$ cat src/bltd_pkg.sv
// Package: shared command and status types for the byte-level token text decoder.
`default_nettype none
package bltd_pkg;

   // Commands from the controller to the datapath.
   typedef struct packed {
      logic load;   // take the accepted item into the byte buffer
      logic step;   // run one parse step on the buffer front
   } bltd_cmd_type;

   // Status from the datapath to the controller.
   typedef struct packed {
      logic finish;    // the current step ends the work on this item
      logic need_out;  // the current step pushes a held byte to the output register
      logic out_free;  // the output register can take a byte this cycle
   } bltd_sts_type;

   localparam int unsigned BufDepth = 4;
   localparam int unsigned CntWidth = 3;

endpackage
`default_nettype wire

$ cat src/bltd_chan_if.sv
// Interfaces: request and response channels of the byte-level token text decoder.
`default_nettype none
interface bltd_req_if;
   logic       valid;
   logic       ready;
   logic [7:0] text_byte;
   logic       token_end;

   modport source (output valid, output text_byte, output token_end, input ready);
   modport sink   (input valid, input text_byte, input token_end, output ready);
endinterface

interface bltd_rsp_if;
   logic       valid;
   logic       ready;
   logic [7:0] out_byte;
   logic       run_last;

   modport source (output valid, output out_byte, output run_last, input ready);
   modport sink   (input valid, input out_byte, input run_last, output ready);
endinterface
`default_nettype wire

$ cat src/bltd_datapath.sv
// Datapath: byte buffer, UTF-8 parse step, codepoint mapping, held byte and output register.
`default_nettype none
module bltd_datapath (
   input  wire logic                 clock,
   input  wire logic                 reset,
   input  wire bltd_pkg::bltd_cmd_type cmd,
   output bltd_pkg::bltd_sts_type    sts,
   input  wire logic [7:0]           req_text_byte,
   input  wire logic                 req_token_end,
   output logic                      rsp_valid,
   input  wire logic                 rsp_ready,
   output logic [7:0]                rsp_out_byte,
   output logic                      rsp_run_last
);

   localparam int unsigned CpWidth = 21;

   function automatic logic [2:0] seq_len(input logic [7:0] b);
      logic [2:0] n;
      if (b[7] == 1'b0)              n = 3'd1;
      else if (b[7:5] == 3'b110)     n = 3'd2;
      else if (b[7:4] == 4'b1110)    n = 3'd3;
      else if (b[7:3] == 5'b11110)   n = 3'd4;
      else                           n = 3'd1;
      return n;
   endfunction

   function automatic logic is_direct(input logic [7:0] v);
      return (v >= 8'h21 && v <= 8'h7e) || (v >= 8'ha1 && v <= 8'hac) || (v >= 8'hae);
   endfunction

   logic [7:0]                  buf_ff [bltd_pkg::BufDepth];
   logic [bltd_pkg::CntWidth-1:0] cnt_ff, cnt_in;
   logic [1:0]                  left_ff, left_in;
   logic                        raw_ff, raw_in;
   logic                        tend_ff;
   logic                        hold_valid_ff, hold_valid_in;
   logic [7:0]                  hold_byte_ff;
   logic                        out_valid_ff, out_valid_in;
   logic [7:0]                  out_byte_ff;
   logic                        out_last_ff;

   logic [7:0]         lead;
   logic [2:0]         n;
   logic [3:1]         cont_ok;
   logic [1:0]         bad;
   logic [CpWidth-1:0] cp;
   logic               map_ok;
   logic [7:0]         map_byte;
   logic               emit;
   logic               finish;
   logic [7:0]         emit_byte;
   logic               shift_en;
   logic               push;

   assign lead = buf_ff[0];
   assign n    = seq_len(lead);

   always_comb begin
      for (int i = 1; i < bltd_pkg::BufDepth; i++) begin
         cont_ok[i] = (buf_ff[i][7:6] == 2'b10);
      end
   end

   // First continuation byte that is not 10xxxxxx, zero when all are good.
   always_comb begin
      bad = 2'd0;
      if (!cont_ok[1])                     bad = 2'd1;
      else if (n >= 3'd3 && !cont_ok[2])   bad = 2'd2;
      else if (n == 3'd4 && !cont_ok[3])   bad = 2'd3;
   end

   always_comb begin
      unique case (n)
         3'd2:    cp = {10'd0, lead[4:0], buf_ff[1][5:0]};
         3'd3:    cp = {5'd0, lead[3:0], buf_ff[1][5:0], buf_ff[2][5:0]};
         3'd4:    cp = {lead[2:0], buf_ff[1][5:0], buf_ff[2][5:0], buf_ff[3][5:0]};
         default: cp = {13'd0, lead};
      endcase
   end

   // Map a codepoint back to its original byte; 256..323 hold the non-printable bytes.
   always_comb begin
      map_ok   = 1'b0;
      map_byte = cp[7:0];
      if (cp[CpWidth-1:9] == '0) begin
         if (!cp[8]) begin
            map_ok = is_direct(cp[7:0]);
         end else if (cp[7:0] < 8'd33) begin
            map_ok = 1'b1;
         end else if (cp[7:0] < 8'd67) begin
            map_ok   = 1'b1;
            map_byte = cp[7:0] + 8'd94;
         end else if (cp[7:0] == 8'd67) begin
            map_ok   = 1'b1;
            map_byte = 8'had;
         end
      end
   end

   // One parse step: emit at most one byte and drop the front byte, unless the step finishes the item.
   always_comb begin
      emit      = 1'b0;
      finish    = 1'b0;
      emit_byte = lead;
      shift_en  = 1'b0;
      left_in   = left_ff;
      raw_in    = raw_ff;
      priority if (left_ff != 2'd0) begin
         // walk the rest of a sequence: pass raw bytes or drop consumed ones
         shift_en = 1'b1;
         emit     = raw_ff;
         left_in  = left_ff - 2'd1;
      end else if (cnt_ff == '0) begin
         finish = 1'b1;
      end else if (n == 3'd1) begin
         emit     = 1'b1;
         shift_en = 1'b1;
      end else if (cnt_ff < n) begin
         // sequence incomplete: at token end the lead goes alone and the rest is parsed again, else wait
         if (tend_ff) begin
            emit     = 1'b1;
            shift_en = 1'b1;
         end else begin
            finish = 1'b1;
         end
      end else if (bad != 2'd0) begin
         emit     = 1'b1;
         shift_en = 1'b1;
         left_in  = bad;
         raw_in   = 1'b0;
      end else if (map_ok) begin
         emit      = 1'b1;
         emit_byte = map_byte;
         shift_en  = 1'b1;
         left_in   = 2'(n - 3'd1);
         raw_in    = 1'b0;
      end else begin
         emit     = 1'b1;
         shift_en = 1'b1;
         left_in  = 2'(n - 3'd1);
         raw_in   = 1'b1;
      end
   end

   assign sts.finish   = finish;
   assign sts.need_out = hold_valid_ff && (emit || finish);
   assign sts.out_free = !out_valid_ff || rsp_ready;

   assign push = cmd.step && sts.need_out;

   always_comb begin
      cnt_in = cnt_ff;
      if (cmd.load) begin
         cnt_in = cnt_ff + 3'd1;
      end else if (cmd.step && shift_en) begin
         cnt_in = cnt_ff - 3'd1;
      end
   end

   always_comb begin
      hold_valid_in = hold_valid_ff;
      if (cmd.step && emit) begin
         hold_valid_in = 1'b1;
      end else if (cmd.step && finish) begin
         hold_valid_in = 1'b0;
      end
   end

   always_comb begin
      out_valid_in = out_valid_ff;
      if (push) begin
         out_valid_in = 1'b1;
      end else if (rsp_ready) begin
         out_valid_in = 1'b0;
      end
   end

   always_ff @(posedge clock) begin
      if (reset) begin
         cnt_ff        <= '0;
         left_ff       <= 2'd0;
         raw_ff        <= 1'b0;
         hold_valid_ff <= 1'b0;
         out_valid_ff  <= 1'b0;
      end else begin
         cnt_ff        <= cnt_in;
         hold_valid_ff <= hold_valid_in;
         out_valid_ff  <= out_valid_in;
         if (cmd.step) begin
            left_ff <= left_in;
            raw_ff  <= raw_in;
         end
      end
   end

   always_ff @(posedge clock) begin
      if (cmd.load) begin
         buf_ff[cnt_ff[1:0]] <= req_text_byte;
         tend_ff             <= req_token_end;
      end else if (cmd.step && shift_en) begin
         for (int i = 0; i < bltd_pkg::BufDepth - 1; i++) begin
            buf_ff[i] <= buf_ff[i+1];
         end
      end
      if (cmd.step && emit) begin
         hold_byte_ff <= emit_byte;
      end
      if (push) begin
         out_byte_ff <= hold_byte_ff;
         out_last_ff <= finish;
      end
   end

   assign rsp_valid    = out_valid_ff;
   assign rsp_out_byte = out_byte_ff;
   assign rsp_run_last = out_last_ff;

   // A new byte always finds a free buffer slot.
   a_load_room: assert property (@(posedge clock) disable iff (reset)
      cmd.load |-> cnt_ff < 3'd4)
      else $error("byte buffer overflow on load");

   // Never end an item while a sequence walk is still in progress.
   a_no_finish_mid_walk: assert property (@(posedge clock) disable iff (reset)
      left_ff != 2'd0 |-> !finish)
      else $error("item finished during sequence walk");

   // A push never overwrites a byte the sink has not taken.
   a_no_overwrite: assert property (@(posedge clock) disable iff (reset)
      push |-> (!out_valid_ff || rsp_ready))
      else $error("output register overwritten");

   // The held byte is always flushed at the end of an item.
   a_hold_flushed: assert property (@(posedge clock) disable iff (reset)
      cmd.step && finish |=> !hold_valid_ff)
      else $error("held byte left after item end");

endmodule
`default_nettype wire

$ cat src/bltd_ctrl.sv
// Controller: accept/parse state machine of the byte-level token text decoder.
`default_nettype none
module bltd_ctrl (
   input  wire logic                   clock,
   input  wire logic                   reset,
   input  wire logic                   req_valid,
   output logic                        req_ready,
   output bltd_pkg::bltd_cmd_type      cmd,
   input  wire bltd_pkg::bltd_sts_type sts
);

   typedef enum logic [0:0] {
      ST_IDLE,
      ST_RUN
   } state_type;

   state_type state_ff;
   logic      ready_ff;

   assign req_ready = ready_ff;
   assign cmd.load  = req_valid && ready_ff;
   // stall a step that must push while the output register is still full
   assign cmd.step  = (state_ff == ST_RUN) && (!sts.need_out || sts.out_free);

   always_ff @(posedge clock) begin
      if (reset) begin
         state_ff <= ST_IDLE;
         ready_ff <= 1'b1;
      end else begin
         unique case (state_ff)
            ST_IDLE: begin
               if (cmd.load) begin
                  state_ff <= ST_RUN;
                  ready_ff <= 1'b0;
               end
            end
            ST_RUN: begin
               if (cmd.step && sts.finish) begin
                  state_ff <= ST_IDLE;
                  ready_ff <= 1'b1;
               end
            end
            default: begin
               state_ff <= ST_IDLE;
               ready_ff <= 1'b1;
            end
         endcase
      end
   end

endmodule
`default_nettype wire

$ cat src/byte_level_token_text_decoder.sv
// Top level: byte-level token text decoder, UTF-8 bytes in, original bytes out.
//
//   channel    dir   payload                        handshake
//   req_chan   in    text_byte[7:0], token_end      valid/ready
//   rsp_chan   out   out_byte[7:0],  run_last       valid/ready
//
// Each accepted item is followed by parse steps, each dropping one buffered byte,
// and by a closing step that ends the item; no new byte is accepted until then.
// One parse step runs per cycle on the 4-byte buffer unless a push must stall it.
// Synchronous reset empties the buffer and drops the held and output bytes.
// A full output register stalls the parse steps that need to push a byte.
// Each output byte is held until the next emitting or closing step, so run_last can be marked.
`default_nettype none
module byte_level_token_text_decoder (
   input  wire logic clock,
   input  wire logic reset,
   bltd_req_if.sink   req_chan,
   bltd_rsp_if.source rsp_chan
);

   bltd_pkg::bltd_cmd_type cmd;
   bltd_pkg::bltd_sts_type sts;

   bltd_ctrl u_ctrl (
      .clock     (clock),
      .reset     (reset),
      .req_valid (req_chan.valid),
      .req_ready (req_chan.ready),
      .cmd       (cmd),
      .sts       (sts)
   );

   bltd_datapath u_datapath (
      .clock         (clock),
      .reset         (reset),
      .cmd           (cmd),
      .sts           (sts),
      .req_text_byte (req_chan.text_byte),
      .req_token_end (req_chan.token_end),
      .rsp_valid     (rsp_chan.valid),
      .rsp_ready     (rsp_chan.ready),
      .rsp_out_byte  (rsp_chan.out_byte),
      .rsp_run_last  (rsp_chan.run_last)
   );

endmodule
`default_nettype wire

$ cat src/flat_wrapper.sv
// flat-port wrapper written by rule: the top's interface ports become plain ports
module byte_level_token_text_decoder_flat 
  (clock, reset, req_chan_valid, req_chan_text_byte, req_chan_token_end, req_chan_ready, rsp_chan_valid, rsp_chan_out_byte, rsp_chan_run_last, rsp_chan_ready);
  bltd_req_if req_chan_i ();
  bltd_rsp_if rsp_chan_i ();
  input  wire logic clock;
  input  wire logic reset;
  input wire logic [$bits(req_chan_i.valid)-1:0] req_chan_valid;
  input wire logic [$bits(req_chan_i.text_byte)-1:0] req_chan_text_byte;
  input wire logic [$bits(req_chan_i.token_end)-1:0] req_chan_token_end;
  output wire logic [$bits(req_chan_i.ready)-1:0] req_chan_ready;
  output wire logic [$bits(rsp_chan_i.valid)-1:0] rsp_chan_valid;
  output wire logic [$bits(rsp_chan_i.out_byte)-1:0] rsp_chan_out_byte;
  output wire logic [$bits(rsp_chan_i.run_last)-1:0] rsp_chan_run_last;
  input wire logic [$bits(rsp_chan_i.ready)-1:0] rsp_chan_ready;
  assign req_chan_i.valid = req_chan_valid;
  assign req_chan_i.text_byte = req_chan_text_byte;
  assign req_chan_i.token_end = req_chan_token_end;
  assign req_chan_ready = req_chan_i.ready;
  assign rsp_chan_valid = rsp_chan_i.valid;
  assign rsp_chan_out_byte = rsp_chan_i.out_byte;
  assign rsp_chan_run_last = rsp_chan_i.run_last;
  assign rsp_chan_i.ready = rsp_chan_ready;
  byte_level_token_text_decoder u_core (.clock(clock), .reset(reset), .req_chan(req_chan_i), .rsp_chan(rsp_chan_i));
endmodule
$ cat config.mk
export PLATFORM = sky130hd
export DESIGN_NAME = byte_level_token_text_decoder_flat
export DESIGN_NICKNAME = d
export VERILOG_FILES = /design/src/bltd_pkg.sv /design/src/bltd_chan_if.sv /design/src/bltd_datapath.sv /design/src/bltd_ctrl.sv /design/src/byte_level_token_text_decoder.sv /design/src/flat_wrapper.sv
export SDC_FILE = /design/constraint.sdc
export NUM_CORES = 1
export LEC_CHECK = 0
export ABC_AREA = 0
export BUFFER_PORTS_ARGS = -buffer_cell sky130_fd_sc_hd__buf_4
export CAP_MARGIN = 20
export CORE_ASPECT_RATIO = 1.5
export CORE_MARGIN = 2
export CORE_UTILIZATION = 46
export DETAILED_ROUTE_END_ITERATION = 12
export MAX_ROUTING_LAYER = met4
export PLACE_DENSITY = 0.72
export SETUP_SLACK_MARGIN = 0.1
export SLEW_MARGIN = 0
export SYNTH_ARGS = -nofsm -noshare
export SYNTH_HDL_FRONTEND = slang
export SYNTH_HIERARCHICAL = 1
export SYNTH_SLANG_ARGS = --single-unit
$ cat constraint.sdc
create_clock -name clock -period 5.26 [get_ports clock]
set_clock_uncertainty 0.1 [all_clocks]
set_input_delay 1.578 -clock clock [delete_from_list [all_inputs] [get_ports clock]]
set_output_delay 1.578 -clock clock [all_outputs]
set_load 0.005 [all_outputs]
==> metrics, run 1 <==
Syn Inst Count=356; Int Pwr=1270 uW; Die X=76.3 um; Post-Route WL=9100 um; required time of the critical path=5.24 ns; drt wl/cell=18.6 um; Crit path depth=14; final-report setup violation count=0; Vias per Instance=5.90; Yosys top cell area share=41.6%; Tcrit/Tclk final=92.0%; Worst Setup EP=u_core/u_datapath/hold_byte_ff[5]; row count=39; most frequent cell after synthesis=edfxtp_1; port buffer count=23; first-pass detailed-route iteration total=8; unrepaired setup endpoints after global routing=no; All-Layer GR Usage=23.1%; worst ir drop on vdd=0.268 mV; fmax=0.207 GHz; setup slack after layout=0.418 ns; Initial Util=47.4%; routability cong.=0.935; first-pass GRT wire length=14700 um; die area=0.00859 mm^2; Clock power frac=25.0%; syn_area_per_cell=10.1 um^2; pwr/cell area=500 mW/mm^2; final slew viol count=0; # resized after CTS=0; CP Data Arrival Time=4.82 ns; CTS Buf Count=9; hpwl dp=7040 um; R2R Path Start=u_core/u_datapath/buf_ff[0][5]; antenna fix cells=0; # IOs=24; Post-synth top cells=edfxtp_1 (50), o21ai_0 (39), inv_1 (37), nand2_1 (28), nor2_1 (24); hold bufs inserted after CTS=0; CP Buf/Inv Count=2; Post-Syn Area=0.00361 mm^2; storage element area=0.00170 mm^2; Top FF cell, synth=edfxtp_1; synth top area cells=edfxtp_1 (42%), dfxtp_1 (5.5%), o21ai_0 (5.4%), inv_1 (3.8%), mux2_4 (2.9%); CTS tree=yes; slowest CP cell=a311oi_4; R2R Setup Slk=0.42 ns; setup TNS=0 ns; max cap viols=0; Routed Antenna Nets=0; GRT overflow=0; initial antenna violation count=0; worst slack, placed=0.342 ns; initial DRC count=259; postcts setup bufs=0; area of the multi-input gates=0.00165 mm^2; layout cell share with drive strength beyond 1=17.3%; clock transition at the registers of the reported paths=0.05 ns; reg2reg end=u_core/u_datapath/hold_byte_ff[5]; die height=113 um; yosys warns=6; Fin. Hold Viols=0; Post-synth EDFFs=50; Skew-Pair Late Insertion Delay=0.33 ns; CP Cell Sequence=and3b_4 -> nor2_1 -> inv_1 -> ha_1 -> nand3_1 -> nor2_2 -> a211oi_1 -> a21boi_0 -> ha_1 -> inv_1 -> o2bb2ai_1 -> a2111o_1 -> a311oi_4 -> mux2_4; Fillers=716; Comb pwr share=40.4%; switch share=38.4%; Net Switching=794 uW; Synth Register Bits=60; clk buf depth=2; vias in the first global route=2886; CP max stage delay=0.62 ns; final design utilization=54.3%; Final Critical Period=4.84 ns; crit path from=u_core/u_datapath/buf_ff[0][5]; share of flip-flops with an asynchronous set or reset=0%; Setup Crit Path Kind=register to register; DR vias=2893; crit path launch type=register; register share of total power=34.7%; Root Buffer=clkbuf_16; CP Capture Type=register; Leakage=0.00160 uW; status=complete, no violations; Sink Count=60; Core ar.=0.00761 mm^2; area delta synth->final=14.4%; H-tree Lvls=3; Worst-Margin Slew=0.803 ns; post-synthesis sequential area ratio=47.1%; fin cells=490; CP Max Fanout=12; Inst Count DP=474; DRC Markers=0; area leader, netlist=edfxtp_1; post-synthesis net count=378; Tightest Hold Check Type=register to register; R2R depth=14; nets@finish=405; worst hold start=u_core/u_datapath/hold_byte_ff[0]; largest net degree at the start of global routing=37; library cells used by synthesis=72; Slew HR=45.6%; Top Family by Delay on Critical Path=compound AO/OA/AOI/OAI gates
registers in the layout, indices dropped and copies added (netlist names), 2 cells and up:
signal	count
u_core/u_datapath/buf_ff	32
u_core/u_datapath/rsp_out_byte	8
u_core/u_datapath/hold_byte_ff	8
u_core/u_datapath/left_ff	2
u_core/u_datapath/cnt_ff	3
layer usage:
metal / part of all wire (%) / wire (um) / track usage [%]
met1: 38 / 3470 / 24.2
met2: 52 / 4720 / 39.3
met3: 4.0 / 365 / 4.10
met4: 6.0 / 549 / 16.0
met5: 0 / 0 / -
layout make-up:
| type | instances | area share [%] |
|---|---|---|
| clock buffers | 12 | 5.72 |
| flip-flops and latches | 60 | 41.2 |
| multi-input cells | 242 | 40.0 |
| repair buffers | 33 | 6.00 |
| clock inverters | 4 | 0.636 |
| inverters | 37 | 3.36 |
| well taps | 102 | 3.09 |
power groups by stage:
stage	Sequential (uW)	Combinational [uW]	Clock, uW
detailed placement	722	822	0
global placement	721	813	0
global route	727	915	546
floorplan	682	640	0
finish	717	835	516
CTS	713	827	528
cell usage in the layout (no fill, tap or decap), drive strengths merged, types with 5 or more instances in the layout:
cell	count
nor3	7
mux2	7
and2	10
o21ai	41
nand2	28
nand3	8
ha	8
nand2b	8
a21oi	12
clkbuf	12
buf	33
edfxtp	50
a211oi	5
dfxtp	10
inv	37
nor2	24
nor4	5
worst min path at each step:
stage                                   endpoint  slack (ns)  depth (start not counted)
2_1_floorplan  u_core/u_datapath/rsp_out_byte[0]        0.30                          0
3_3_place_gp   u_core/u_datapath/rsp_out_byte[0]        0.30                          0
3_5_place_dp   u_core/u_datapath/rsp_out_byte[0]        0.31                          0
4_1_cts        u_core/u_datapath/rsp_out_byte[0]        0.32                          0
5_1_grt        u_core/u_datapath/rsp_out_byte[6]        0.32                          0
6_report       u_core/u_datapath/rsp_out_byte[0]        0.32                          0
stage by stage:
step           hold WS (ns)  power, uW  instance area, um^2
6_report              0.319       2070                 4130
3_5_place_dp          0.305       1540                 3870
5_1_grt               0.321       2190                 4130
3_3_place_gp          0.301       1530                 3870
2_1_floorplan         0.300       1320                 3610
4_1_cts               0.318       2070                 4130
worst reg2reg max path, stage by stage (launching register included):
cell       delay, ns
edfxtp_1        0.61
and3b_4         0.33
nor2_1          0.20
inv_1           0.09
ha_1            0.26
nand3_1         0.20
nor2_2          0.16
a211oi_1        0.32
a21boi_0        0.51
ha_1            0.25
inv_1           0.04
o2bb2ai_1       0.11
a2111o_1        0.44
a311oi_4        0.62
mux2_4          0.35
logic make-up (layout without fill, tap and decap cells):
logic type	count (synthesis)	in the layout	synth area share, %
fa+ha+maj	9	9	3.33
xor+xnor	3	3	0.728
buf+inv	54	86	7.17
flops	60	60	47.1
mux	9	9	3.47
simple gates	111	111	16.3
compound gates	110	110	21.9
Note: power is estimated with default switching activity, not from simulation.
==> run 2: changes to the inputs <==
- ABC_AREA: 0 -> 1
==> run 2 against run 1 <==
Effect of this change: worst setup slack better by 0.89 ns; sequential cell count stayed put; non-clock buffer count shrank 7; hold slack worse by 0.0020 ns; combinational power shrank 37%; design area rose by 1.7%; die area grew 1.3%; via count increased by 0.52%; maximum frequency grew 22%; critical path type unchanged; largest power group is now sequential cells.
==> metrics, run 2 <==
initial DRC count=211 (was 259); commonest non-fill, non-tap cells in the layout=nand2_1 (84), inv_1 (61), edfxtp_1 (50), nor2_1 (46), o21ai_0 (31) (was edfxtp_1 (50), o21ai_0 (39), inv_1 (37), buf_4 (33), nand2_1 (28)); H-tree Lvls=3 (unchanged); post-synthesis net count=453 (was 378); pwr/cell area=421 mW/mm^2 (was 500 mW/mm^2); Post-synth EDFFs=50 (unchanged); GRT overflow=0 (unchanged); DRC Markers=0 (unchanged); port buffer count=23 (unchanged); Post-Syn Area=0.00366 mm^2 (was 0.00361 mm^2); area leader, netlist=edfxtp_1 (unchanged); Top FF cell, synth=edfxtp_1 (unchanged); CTS tree=yes (unchanged); Post-synth top cells=nand2_1 (84), inv_1 (61), edfxtp_1 (50), nor2_1 (46), o21ai_0 (31) (was edfxtp_1 (50), o21ai_0 (39), inv_1 (37), nand2_1 (28), nor2_1 (24)); clock transition at the registers of the reported paths=0.05 ns (about the same); Core ar.=0.00766 mm^2 (was 0.00761 mm^2); yosys warns=6 (unchanged); fin cells=563 (was 490); Inst Count DP=547 (was 474); CP Capture Type=register (unchanged); area delta synth->final=14.9% (was 14.4%); Vias per Instance=5.17 (was 5.90); CTS Buf Count=9 (unchanged); Root Buffer=clkbuf_16 (unchanged); # IOs=24 (unchanged); Post-Route WL=7700 um (was 9100 um); Syn Inst Count=431 (was 356); final hold slack=0.317 ns (was 0.319 ns); Final Critical Period=3.96 ns (was 4.84 ns); largest net degree at the start of global routing=37 (unchanged); post-synthesis sequential area ratio=46.5% (was 47.1%); Fin. Hold Viols=0 (unchanged); crit path launch type=register (unchanged); final design utilization=54.9% (was 54.3%); most common cell after layout, fill and taps aside=nand2_1 (was edfxtp_1); hpwl dp=5880 um (was 7040 um); drt wl/cell=13.7 um (was 18.6 um); routability cong.=0.970 (was 0.935); Slew HR=31.4% (was 45.6%); CP Max Fanout=14 (was 12); vias in the first global route=2808 (was 2886); die height=113 um (about the same); Most flops, register=u_core/u_datapath/buf_ff (unchanged); syn_area_per_cell=8.49 um^2 (was 10.1 um^2); Skew-Pair Late Insertion Delay=0.33 ns (about the same); final-report setup violation count=0 (unchanged); status=complete, no violations (unchanged); Tightest Hold Check Type=register to register (unchanged); final slew viol count=0 (unchanged); row count=39 (unchanged); postcts setup bufs=0 (unchanged); synth top area cells=edfxtp_1 (41%), nand2_1 (8.6%), inv_1 (6.3%), dfxtp_1 (5.5%), nor2_1 (4.7%) (was edfxtp_1 (42%), dfxtp_1 (5.5%), o21ai_0 (5.4%), inv_1 (3.8%), mux2_4 (2.9%)); DR vias=2908 (was 2893); Leakage=0.00189 uW (was 0.00160 uW); initial antenna violation count=0 (unchanged); final instance area=0.00420 mm^2 (was 0.00413 mm^2); antenna fix cells=0 (unchanged); Fillers=680 (was 716); library cells used by synthesis=43 (was 72); most frequent cell after synthesis=nand2_1 (was edfxtp_1); max cap viols=0 (unchanged); Initial Util=47.8% (was 47.4%); max FFs per register=32 (unchanged); Synth Register Bits=60 (unchanged); setup TNS=0 ns (unchanged); hold bufs inserted after CTS=0 (unchanged); Setup Crit Path Kind=register to register (unchanged); Routed Antenna Nets=0 (unchanged); fmax=0.253 GHz (was 0.207 GHz); worst ir drop on vdd=0.272 mV (was 0.268 mV); dpl cell area=0.00389 mm^2 (was 0.00387 mm^2); CP Data Arrival Time=3.93 ns (was 4.82 ns); layout cell share with drive strength beyond 1=20.6% (was 17.3%); R2R Setup Slk=1.30 ns (was 0.42 ns); clk buf depth=2 (unchanged); # resized after CTS=0 (unchanged); first-pass GRT wire length=12900 um (was 14700 um); nets@finish=478 (was 405); share of flip-flops with an asynchronous set or reset=0% (unchanged); required time of the critical path=5.23 ns (was 5.24 ns); Tcrit/Tclk final=75.2% (was 92.0%); die area=0.00870 mm^2 (was 0.00859 mm^2); first-pass detailed-route iteration total=6 (was 8); Yosys top cell area share=41.0% (was 41.6%); Sink Count=60 (unchanged); All-Layer GR Usage=19.6% (was 23.1%); Worst-Margin Slew=1.03 ns (was 0.803 ns); Die X=76.8 um (was 76.3 um); unrepaired setup endpoints after global routing=no (unchanged)
## run 2: cell count changes in the layout (fill, tap and decap cells not counted), moves of 8 or more
cell	previous run	this run
nand3_2	0	11
nand2b_1	8	0
nand2_2	0	12
inv_1	37	61
nor2_1	23	46
nand4_1	2	14
nand2_1	28	84
o21ai_0	39	31
nand3_1	8	19
## run 2: power breakdown
part           internal, uW  leakage (uW)  switching (uW)
combinational           171       0.00120             358
clock                   412      0.000150             198
sequential              589      0.000541            41.1
total                  1170       0.00189             597
## run 2: kinds of logic (layout without fill, tap and decap cells)
logic type | after synthesis | count (layout) | synth area share (%)
buffers and inverters | 82 | 112 | 9.75
DFF | 60 | 60 | 46.5
AOI/OAI and AO/OA | 64 | 64 | 10.2
and+or+nand+nor | 213 | 213 | 29.5
xor gates and xnor gates | 3 | 3 | 0.718
adders and majority gates | 9 | 9 | 3.28
## run 2: cell type report
| cell class | instances | area [um^2] | area share (%) |
|---|---|---|---|
| multi-input combinational | 289 | 1600 | 38.1 |
| inverter | 70 | 268 | 6.37 |
| tap | 102 | 128 | 3.04 |
| timing repair buffer | 26 | 195 | 4.64 |
| clock buffer | 11 | 233 | 5.54 |
| clock inverter | 5 | 77.6 | 1.85 |
| sequential | 60 | 1700 | 40.5 |
## run 2: final timing paths
check,start,to,cells after the start
max,u_core/u_datapath/buf_ff[0][5],u_core/u_datapath/hold_byte_ff[0],18
min,u_core/u_datapath/hold_byte_ff[2],u_core/u_datapath/rsp_out_byte[2],0
max reg2reg,u_core/u_datapath/buf_ff[0][5],u_core/u_datapath/hold_byte_ff[0],18
min reg2reg,u_core/u_datapath/hold_byte_ff[2],u_core/u_datapath/rsp_out_byte[2],0
## run 2: metal layers
metal	share of wire, %	vias to the layer above	GRT usage (%)	routed length (um)
li1	-	1466	-	-
met1	40	1339	20.3	3090
met2	52	80	33.6	3990
met3	4.0	23	4.70	305
met4	4.0	0	11.4	308
met5	0	-	-	0
## run 2: per-stage QoR
stage               total power, uW  setup WS [ns]
floorplan                      1040           2.14
global placement               1150           1.35
detailed placement             1160           1.33
CTS                            1780           1.31
global route                   1870          0.924
finish                         1770           1.30
## run 2: worst max-delay path, stage by stage, from the launching register on
cell and delay [ns]:
edfxtp_1 0.47, nor2_1 0.63, nor2_1 0.20, inv_1 0.12, ha_1 0.31, nand3_2 0.35
nand4_1 0.22, nand2_2 0.13, inv_2 0.12, ha_1 0.14, inv_1 0.04, nor2_1 0.08
nand2_1 0.06, nand2_1 0.06, nand2_1 0.06, nand3_2 0.12, nand3_2 0.26, nand2_1 0.16
o21ai_2 0.07
